**src/rtl/core/pidc_pkg.sv**
```systemverilog
// Shared types, widths and register indexes for the positional PID block.
// Used by the modules under rtl/core other than pidc_fifo; depends on nothing.
`default_nettype none

package pidc_pkg;

    localparam int SAMPLE_W = 16;
    localparam int ERR_W    = 17;
    localparam int DIFF_W   = 18;
    localparam int GAIN_W   = 24;
    localparam int LIM_W    = 31;
    localparam int ACC_W    = 32;
    localparam int PROD_W   = GAIN_W + ERR_W;
    localparam int DPROD_W  = GAIN_W + DIFF_W;
    localparam int SUM_W    = 44;
    localparam int CFG_IDX_W = 3;

    localparam logic [CFG_IDX_W-1:0] REG_GAIN_P   = 3'd0;
    localparam logic [CFG_IDX_W-1:0] REG_GAIN_I   = 3'd1;
    localparam logic [CFG_IDX_W-1:0] REG_GAIN_D   = 3'd2;
    localparam logic [CFG_IDX_W-1:0] REG_INT_LIM  = 3'd3;
    localparam logic [CFG_IDX_W-1:0] REG_OUT_LIM  = 3'd4;

    typedef struct packed {
        logic signed [GAIN_W-1:0] gain_p;
        logic signed [GAIN_W-1:0] gain_i;
        logic signed [GAIN_W-1:0] gain_d;
        logic        [LIM_W-1:0]  integral_limit;
        logic        [LIM_W-1:0]  output_limit;
    } t_cfg;

    typedef struct packed {
        logic signed [ERR_W-1:0]  err;
        logic signed [DIFF_W-1:0] diff;
    } t_work;

    // Symmetric clamp of a wide exact value; the result always fits 32 bits.
    function automatic logic signed [ACC_W-1:0] clamp_sym(
        input logic signed [SUM_W-1:0] x,
        input logic        [LIM_W-1:0] lim
    );
        logic signed [SUM_W-1:0] lim_s;
        logic signed [SUM_W-1:0] res;
        lim_s = $signed({{(SUM_W-LIM_W){1'b0}}, lim});
        if (x > lim_s) begin
            res = lim_s;
        end else if (x < -lim_s) begin
            res = -lim_s;
        end else begin
            res = x;
        end
        return res[ACC_W-1:0];
    endfunction

endpackage

`default_nettype wire

```
**src/rtl/core/pidc_fifo.sv**
```systemverilog
// Small register queue with push/full and pop/empty sides.
// Generic; no package dependency. DEPTH must be a power of two, at least 2.
`default_nettype none

module pidc_fifo #(
    parameter int WIDTH = 32,
    parameter int DEPTH = 2
) (
    input  wire logic                       i_clk,
    input  wire logic                       i_rst_n,
    input  wire logic                       i_push,
    input  wire logic [WIDTH-1:0]           i_data,
    output logic                            o_full,
    input  wire logic                       i_pop,
    output logic                            o_empty,
    output logic [WIDTH-1:0]                o_data,
    output logic [$clog2(DEPTH+1)-1:0]      o_count
);

    localparam int PTR_W = $clog2(DEPTH);
    localparam int CNT_W = $clog2(DEPTH+1);

    logic [WIDTH-1:0] r_mem [DEPTH];
    logic [PTR_W-1:0] r_wr_ptr;
    logic [PTR_W-1:0] r_rd_ptr;
    logic [CNT_W-1:0] r_count;
    logic             wr_fire;
    logic             rd_fire;

    assign o_full  = (r_count == CNT_W'(DEPTH));
    assign o_empty = (r_count == '0);
    assign o_data  = r_mem[r_rd_ptr];
    assign o_count = r_count;
    assign wr_fire = i_push && !o_full;
    assign rd_fire = i_pop && !o_empty;

    always_ff @(posedge i_clk) begin
        if (!i_rst_n) begin
            r_wr_ptr <= '0;
            r_rd_ptr <= '0;
            r_count  <= '0;
        end else begin
            if (wr_fire) begin
                r_wr_ptr <= r_wr_ptr + 1'b1;
            end
            if (rd_fire) begin
                r_rd_ptr <= r_rd_ptr + 1'b1;
            end
            if (wr_fire && !rd_fire) begin
                r_count <= r_count + 1'b1;
            end else if (rd_fire && !wr_fire) begin
                r_count <= r_count - 1'b1;
            end
        end
    end

    always_ff @(posedge i_clk) begin
        if (wr_fire) begin
            r_mem[r_wr_ptr] <= i_data;
        end
    end

endmodule

`default_nettype wire

```
**src/rtl/core/pidc_front.sv**
```systemverilog
// Front end: takes samples, forms the error and its change since the last sample.
// Depends on pidc_pkg.
`default_nettype none

module pidc_front
    import pidc_pkg::*;
(
    input  wire logic                        i_clk,
    input  wire logic                        i_rst_n,
    input  wire logic                        i_accept,
    input  wire logic signed [SAMPLE_W-1:0]  i_target,
    input  wire logic signed [SAMPLE_W-1:0]  i_measured,
    output t_work                            o_work
);

    logic signed [ERR_W-1:0] r_prev_error;
    logic signed [ERR_W-1:0] err;

    assign err         = ERR_W'(i_target) - ERR_W'(i_measured);
    assign o_work.err  = err;
    assign o_work.diff = DIFF_W'(err) - DIFF_W'(r_prev_error);

    // The previous error only moves with accepted samples.
    always_ff @(posedge i_clk) begin
        if (!i_rst_n) begin
            r_prev_error <= '0;
        end else if (i_accept) begin
            r_prev_error <= err;
        end
    end

endmodule

`default_nettype wire

```
**src/rtl/core/pidc_back.sv**
```systemverilog
// Back end: three-stage datapath with the integrator loop and both clamps.
// Depends on pidc_pkg; issues only when the result queue has room reserved.
`default_nettype none

module pidc_back
    import pidc_pkg::*;
#(
    parameter int OUT_DEPTH = 8
) (
    input  wire logic                               i_clk,
    input  wire logic                               i_rst_n,
    input  t_cfg                                    i_cfg,
    input  wire logic                               i_work_empty,
    input  t_work                                   i_work,
    output logic                                    o_work_pop,
    input  wire logic [$clog2(OUT_DEPTH+1)-1:0]     i_out_count,
    output logic                                    o_res_push,
    output logic signed [ACC_W-1:0]                 o_res_drive
);

    localparam int PEND_W = $clog2(OUT_DEPTH+1) + 1;

    logic                        r_s1_v;
    logic                        r_s2_v;
    logic                        r_s3_v;
    logic signed [PROD_W-1:0]    r_p_prod;
    logic signed [PROD_W-1:0]    r_i_prod;
    logic signed [DPROD_W-1:0]   r_d_prod;
    logic signed [ACC_W-1:0]     r_integ;
    logic signed [SUM_W-1:0]     r_pd;
    logic signed [ACC_W-1:0]     r_drive;
    logic signed [ACC_W-1:0]     n_integ;
    logic [PEND_W-1:0]           pending;
    logic                        issue;

    // Every item in flight already owns a slot in the result queue.
    assign pending = PEND_W'(i_out_count) + PEND_W'(r_s1_v) + PEND_W'(r_s2_v)
                   + PEND_W'(r_s3_v);
    assign issue      = !i_work_empty && (pending < PEND_W'(OUT_DEPTH));
    assign o_work_pop = issue;

    assign n_integ = clamp_sym(SUM_W'(r_integ) + SUM_W'(r_i_prod),
                               i_cfg.integral_limit);

    always_ff @(posedge i_clk) begin
        if (!i_rst_n) begin
            r_s1_v  <= 1'b0;
            r_s2_v  <= 1'b0;
            r_s3_v  <= 1'b0;
            r_integ <= '0;
        end else begin
            r_s1_v <= issue;
            r_s2_v <= r_s1_v;
            r_s3_v <= r_s2_v;
            if (r_s1_v) begin
                r_integ <= n_integ;
            end
        end
    end

    always_ff @(posedge i_clk) begin
        if (issue) begin
            r_p_prod <= i_cfg.gain_p * i_work.err;
            r_i_prod <= i_cfg.gain_i * i_work.err;
            r_d_prod <= i_cfg.gain_d * i_work.diff;
        end
        if (r_s1_v) begin
            r_pd <= SUM_W'(r_p_prod) + SUM_W'(r_d_prod);
        end
        if (r_s2_v) begin
            r_drive <= clamp_sym(r_pd + SUM_W'(r_integ), i_cfg.output_limit);
        end
    end

    assign o_res_push  = r_s3_v;
    assign o_res_drive = r_drive;

endmodule

`default_nettype wire

```
**src/rtl/core/pid_positional_clamped_top.sv**
```systemverilog
// Positional PID controller with integrator and drive clamps, one drive per sample.
// Path: work queue, product, sum-and-integrator and clamp stages, result queue.
// One sample per cycle if results drain, limited by integrator add-and-clamp loop.
// Reset (synchronous, active low) clears the gains, limits, integrator and
// previous error, and empties both queues.
// Depends on pidc_pkg, pidc_front, pidc_fifo and pidc_back.
`default_nettype none

module pid_positional_clamped_top
    import pidc_pkg::*;
#(
    parameter int WORK_DEPTH = 2,
    parameter int OUT_DEPTH  = 8
) (
    input  wire logic                        i_clk,
    input  wire logic                        i_rst_n,
    input  wire logic                        push,
    output logic                             full,
    input  wire logic signed [SAMPLE_W-1:0]  i_target,
    input  wire logic signed [SAMPLE_W-1:0]  i_measured,
    output logic                             empty,
    input  wire logic                        pop,
    output logic signed [ACC_W-1:0]          o_drive,
    input  wire logic                        i_cfg_wr_en,
    input  wire logic [CFG_IDX_W-1:0]        i_cfg_index,
    input  wire logic [LIM_W-1:0]            i_cfg_wdata
);

    t_cfg                               r_cfg;
    t_work                              front_work;
    t_work                              back_work;
    logic                               accept;
    logic                               work_empty;
    logic                               work_pop;
    logic                               res_push;
    logic signed [ACC_W-1:0]            res_drive;
    logic [$clog2(OUT_DEPTH+1)-1:0]     out_count;

    // Configuration registers, read directly by the datapath. Writes must be made
    // only while idle; the block does not enforce this. Unknown indexes are ignored.
    always_ff @(posedge i_clk) begin
        if (!i_rst_n) begin
            r_cfg <= '0;
        end else if (i_cfg_wr_en) begin
            unique case (i_cfg_index)
                REG_GAIN_P:  r_cfg.gain_p         <= i_cfg_wdata[GAIN_W-1:0];
                REG_GAIN_I:  r_cfg.gain_i         <= i_cfg_wdata[GAIN_W-1:0];
                REG_GAIN_D:  r_cfg.gain_d         <= i_cfg_wdata[GAIN_W-1:0];
                REG_INT_LIM: r_cfg.integral_limit <= i_cfg_wdata;
                REG_OUT_LIM: r_cfg.output_limit   <= i_cfg_wdata;
                default: begin
                end
            endcase
        end
    end

    // A sample is taken whenever the work queue has room for its transfer.
    assign accept = push && !full;

    // The front end holds the previous error, so the derivative difference is
    // settled in the order samples arrive.
    pidc_front u_front (
        .i_clk      (i_clk),
        .i_rst_n    (i_rst_n),
        .i_accept   (accept),
        .i_target   (i_target),
        .i_measured (i_measured),
        .o_work     (front_work)
    );

    // The work queue decouples sample intake from the arithmetic pipeline.
    pidc_fifo #(
        .WIDTH ($bits(t_work)),
        .DEPTH (WORK_DEPTH)
    ) u_work_q (
        .i_clk   (i_clk),
        .i_rst_n (i_rst_n),
        .i_push  (push),
        .i_data  (front_work),
        .o_full  (full),
        .i_pop   (work_pop),
        .o_empty (work_empty),
        .o_data  (back_work),
        .o_count ()
    );

    // The back end multiplies, updates the integrator and clamps. It only
    // issues an item when a result slot is guaranteed, so it never stalls
    // mid-pipeline and the integrator advances exactly once per item.
    pidc_back #(
        .OUT_DEPTH (OUT_DEPTH)
    ) u_back (
        .i_clk        (i_clk),
        .i_rst_n      (i_rst_n),
        .i_cfg        (r_cfg),
        .i_work_empty (work_empty),
        .i_work       (back_work),
        .o_work_pop   (work_pop),
        .i_out_count  (out_count),
        .o_res_push   (res_push),
        .o_res_drive  (res_drive)
    );

    // Result queue: the consumer may hold off pop; once both queues fill, intake stops.
    pidc_fifo #(
        .WIDTH (ACC_W),
        .DEPTH (OUT_DEPTH)
    ) u_out_q (
        .i_clk   (i_clk),
        .i_rst_n (i_rst_n),
        .i_push  (res_push),
        .i_data  (res_drive),
        .o_full  (),
        .i_pop   (pop),
        .o_empty (empty),
        .o_data  (o_drive),
        .o_count (out_count)
    );

endmodule

`default_nettype wire

```
**config.mk**
```make
export PLATFORM = sky130hd
export DESIGN_NAME = pid_positional_clamped_top
export DESIGN_NICKNAME = d
export VERILOG_FILES = /design/src/rtl/core/pidc_pkg.sv /design/src/rtl/core/pidc_fifo.sv /design/src/rtl/core/pidc_front.sv /design/src/rtl/core/pidc_back.sv /design/src/rtl/core/pid_positional_clamped_top.sv
export SDC_FILE = /design/constraint.sdc
export NUM_CORES = 2
export LEC_CHECK = 0
export ABC_AREA = 1
export BUFFER_PORTS_ARGS = -buffer_cell sky130_fd_sc_hd__buf_2
export CORE_ASPECT_RATIO = 1.2
export CORE_MARGIN = 1
export CORE_UTILIZATION = 55
export CTS_CLUSTER_DIAMETER = 200
export DETAILED_ROUTE_END_ITERATION = 6
export GPL_TIMING_DRIVEN = 0
export PLACE_DENSITY = 0.71
export SLEW_MARGIN = 15
export SYNTH_ARGS = -nofsm -noshare
export SYNTH_HDL_FRONTEND = slang
export SYNTH_SLANG_ARGS = --single-unit
```
**constraint.sdc**
```tcl
create_clock -name i_clk -period 16.6 [get_ports i_clk]
set_input_delay 1.66 -clock i_clk [delete_from_list [all_inputs] [get_ports i_clk]]
set_output_delay 1.66 -clock i_clk [all_outputs]
set_load 0.03 [all_outputs]
```
==> qor.yml <==
floorplan:
  design.portCount: 105
  start_util_pct: 55.3
  die_w_um: 359
  num_rows: 157
  core_area_sq_mm: 0.152
  die_area_sq_mm: 0.155
  die_h_um: 431
worst_setup_path:
  worst-path-max-fanout: 10
  arrival_ns: 10.46
  crit_type: "register to register"
  end_kind: "register"
  cpPeakStageDelay_ns: 0.81
  slowest_stage: "clkbuf_1"
  worstSetupStartpointType: "register"
  crit_top_cell: "fa_1"
  required_ns: 16.98
sta:
  holdWs_ns: 0.427
  worst_slew_margin_rel_pct: 6.65
  post-route-period-util_pct: 60.7
  worst_pin_slew_ns: 1.40
  drv_slew: 0
  fin_crit_ns: 10.08
  tns_ns: 0
  clock_skew_ns: 0.0872
  fmax_mhz: 99.2
  hold_viol: 0
  setup_violations: 0
  timing.final.ws_setup_ns: 6.52
  rsz0062_at_grt: "false"
final_layout:
  area_growth_pct: 7.50
  layout.nets: 11900
  drive_gt1_share_pct: 3.86
power:
  leakage_nw: 42.5
  ir_worst_vdd_uv: 203
  fin_total_pwr_mw: 19.6
  powerDensity_mw_per_mm2: 216
placed_design:
  gp_congestion: 1.06
  place.port_buffers: 104
  dpl.hpwl_um: 226000
  preCtsSetupSlack_ns: 6.98
yosys:
  synthArstFlopShare_pct: 0
  synth_area_leaders: "fa_1 29%, edfxtp_1 19%, ha_1 9.2%, inv_1 8.4%, nand2_1 7.2%"
  ys.flop_type: "edfxtp_1"
  synth_area_per_cell_sq_um: 8.58
  ys_seq_area_share_pct: 23.5
  synth_nets: 11700
  synth_commonest_cells: "1878 x inv_1, 1624 x nand2_1, 1265 x nor2_1"
  netlist_area_sq_mm: 0.0843
  yosys_warnings: 0
  synth_most_common_cell: "inv_1"
  synth_top_area_cell: "fa_1"
  synth_top_area_share_pct: 29.3
  yosys.cell_types.count: 59
  syn-instance-count: 9822
  synth_edf_count: 525
  synth-seq-cells: 729
global_routing:
  antenna_found_initial: 23
  overflow: 0
  grt_pass1_vias: 70500
  grt_max_degree: 67
  grt_pass1_wl_um: 422000
  track_usage_pct: 36.7
clocking:
  clock-sinks: 729
  post-cts-setup-buffers: 0
  ctsHtreeMaxLevel: 3
  cts_buffers: 79
  clk_path_buf_depth: 3
  post_cts_resized: 0
  cts_hold_buf: 0
  cts_tree: "built"
  clk_latency_ns: 0.76
  clkTransAtPathRegs_ns: 0.07
  root_buffer: "clkbuf_16"
route:
  post_drt_wl_per_cell_um: 23.3
  wl_um: 281000
  vias: 69600
  drc_errors: 45
  first_pass_iters: 7
  vias_per_cell: 5.75
  drtIter0Drc: 7174
  drtAntennaViolNets: 0
status:
  violations: "design-rule violations"
  status: "complete, but fails checks"
hold_path:
  hold_path.class: "register to register"
job:
  maxCapViolations: 0
==> critical path, delay by kind of cell, from the launching register on <==
family	cells	cell delay, ns
AO/OA/AOI/OAI	4	1.54
buffers and inverters	8	2.25
AND/OR/NAND/NOR	5	1.37
adder cells (fa/ha/maj)	7	3.70
XOR/XNOR	1	0.55
flip-flops	1	0.30
==> state kept, by name, summed over array words and instances, names as in the netlist, 2 cells and up, named ones only <==
name / flops
u_front.r_prev_error: 17
r_cfg: 134
u_work_q.r_mem: 70
u_out_q.o_count: 4
u_work_q.o_count: 2
u_back.r_p_prod: 41
u_back.r_i_prod: 41
u_out_q.r_rd_ptr: 3
u_out_q.r_mem: 256
u_back.r_d_prod: 42
u_back.r_integ: 32
u_back.r_pd: 43
u_out_q.r_wr_ptr: 3
u_back.o_res_drive: 32
==> report_power, final <==
part / total, mW / internal (mW) / switching [mW]
clock: 1.92 / 1.09 / 0.829
combinational: 14.5 / 4.71 / 9.76
sequential: 3.20 / 2.85 / 0.355
total: 19.6 / 8.65 / 10.9
==> cell families (layout without fill, tap and decap cells) <==
logic type               count (synthesis)  after routing  share of synthesized area (%)
AND/OR/NAND/NOR                       3319           3319                           15.8
buffers and inverters                 2234           2497                           10.0
adder cells (fa/ha/maj)               1853           1853                           38.5
AO/OA/AOI/OAI                         1365           1365                           8.75
flip-flops                             729            729                           23.5
XOR/XNOR                               322            322                           3.36
other                                    0             19                              0
==> layer usage <==
layer / track usage [%] / wire, um / part of all wire, %
met1: 44.8 / 105000 / 37
met2: 58.0 / 126000 / 45
met3: 9.32 / 28900 / 10
met4: 23.4 / 21200 / 7.5
met5: 0 / 246 / 0.087
==> cell usage in the layout, fill, tap and decap left out, drive strengths merged, types with 397 or more instances in the layout <==
cell type,Yosys,final
nor2,1273,1273
fa,1234,1234
a21oi,557,557
o21ai,575,575
edfxtp,525,525
clkbuf,299,397
nand2,1627,1627
ha,619,619
inv,1886,1890
==> through the flow <==
step / instance area (sq um) / utilization (%) / cells
3_3_place_gp: 87300 / 57.3 / 11900
6_report: 90600 / 59.4 / 12100
4_1_cts: 90600 / 59.4 / 12100
2_1_floorplan: 84300 / - / 9822
5_1_grt: 90600 / 59.4 / 12100
3_5_place_dp: 87700 / 57.6 / 11900
==> cell type report <==
cell class | count | area (sq um)
tap | 1987 | 2490
clock buffer | 98 | 2120
inverter | 1905 | 7160
antenna | 19 | 47.5
clock inverter | 48 | 707
timing repair buffer | 117 | 863
multi-input combinational | 6859 | 56100
fill | 13500 | 61800
sequential | 729 | 19900
buffer | 329 | 1290
==> final timing paths <==
kind,from,to,slack [ns],depth (start not counted)
worst max-delay path,register,u_back.r_i_prod[39],6.52,25
worst min-delay path,u_out_q.r_rd_ptr[2],register,0.43,2
worst max register to register,register,u_back.r_i_prod[39],6.52,25
worst min register to register,u_out_q.r_rd_ptr[2],register,0.43,2
No activity file was read; power rests on OpenSTA's default activity.
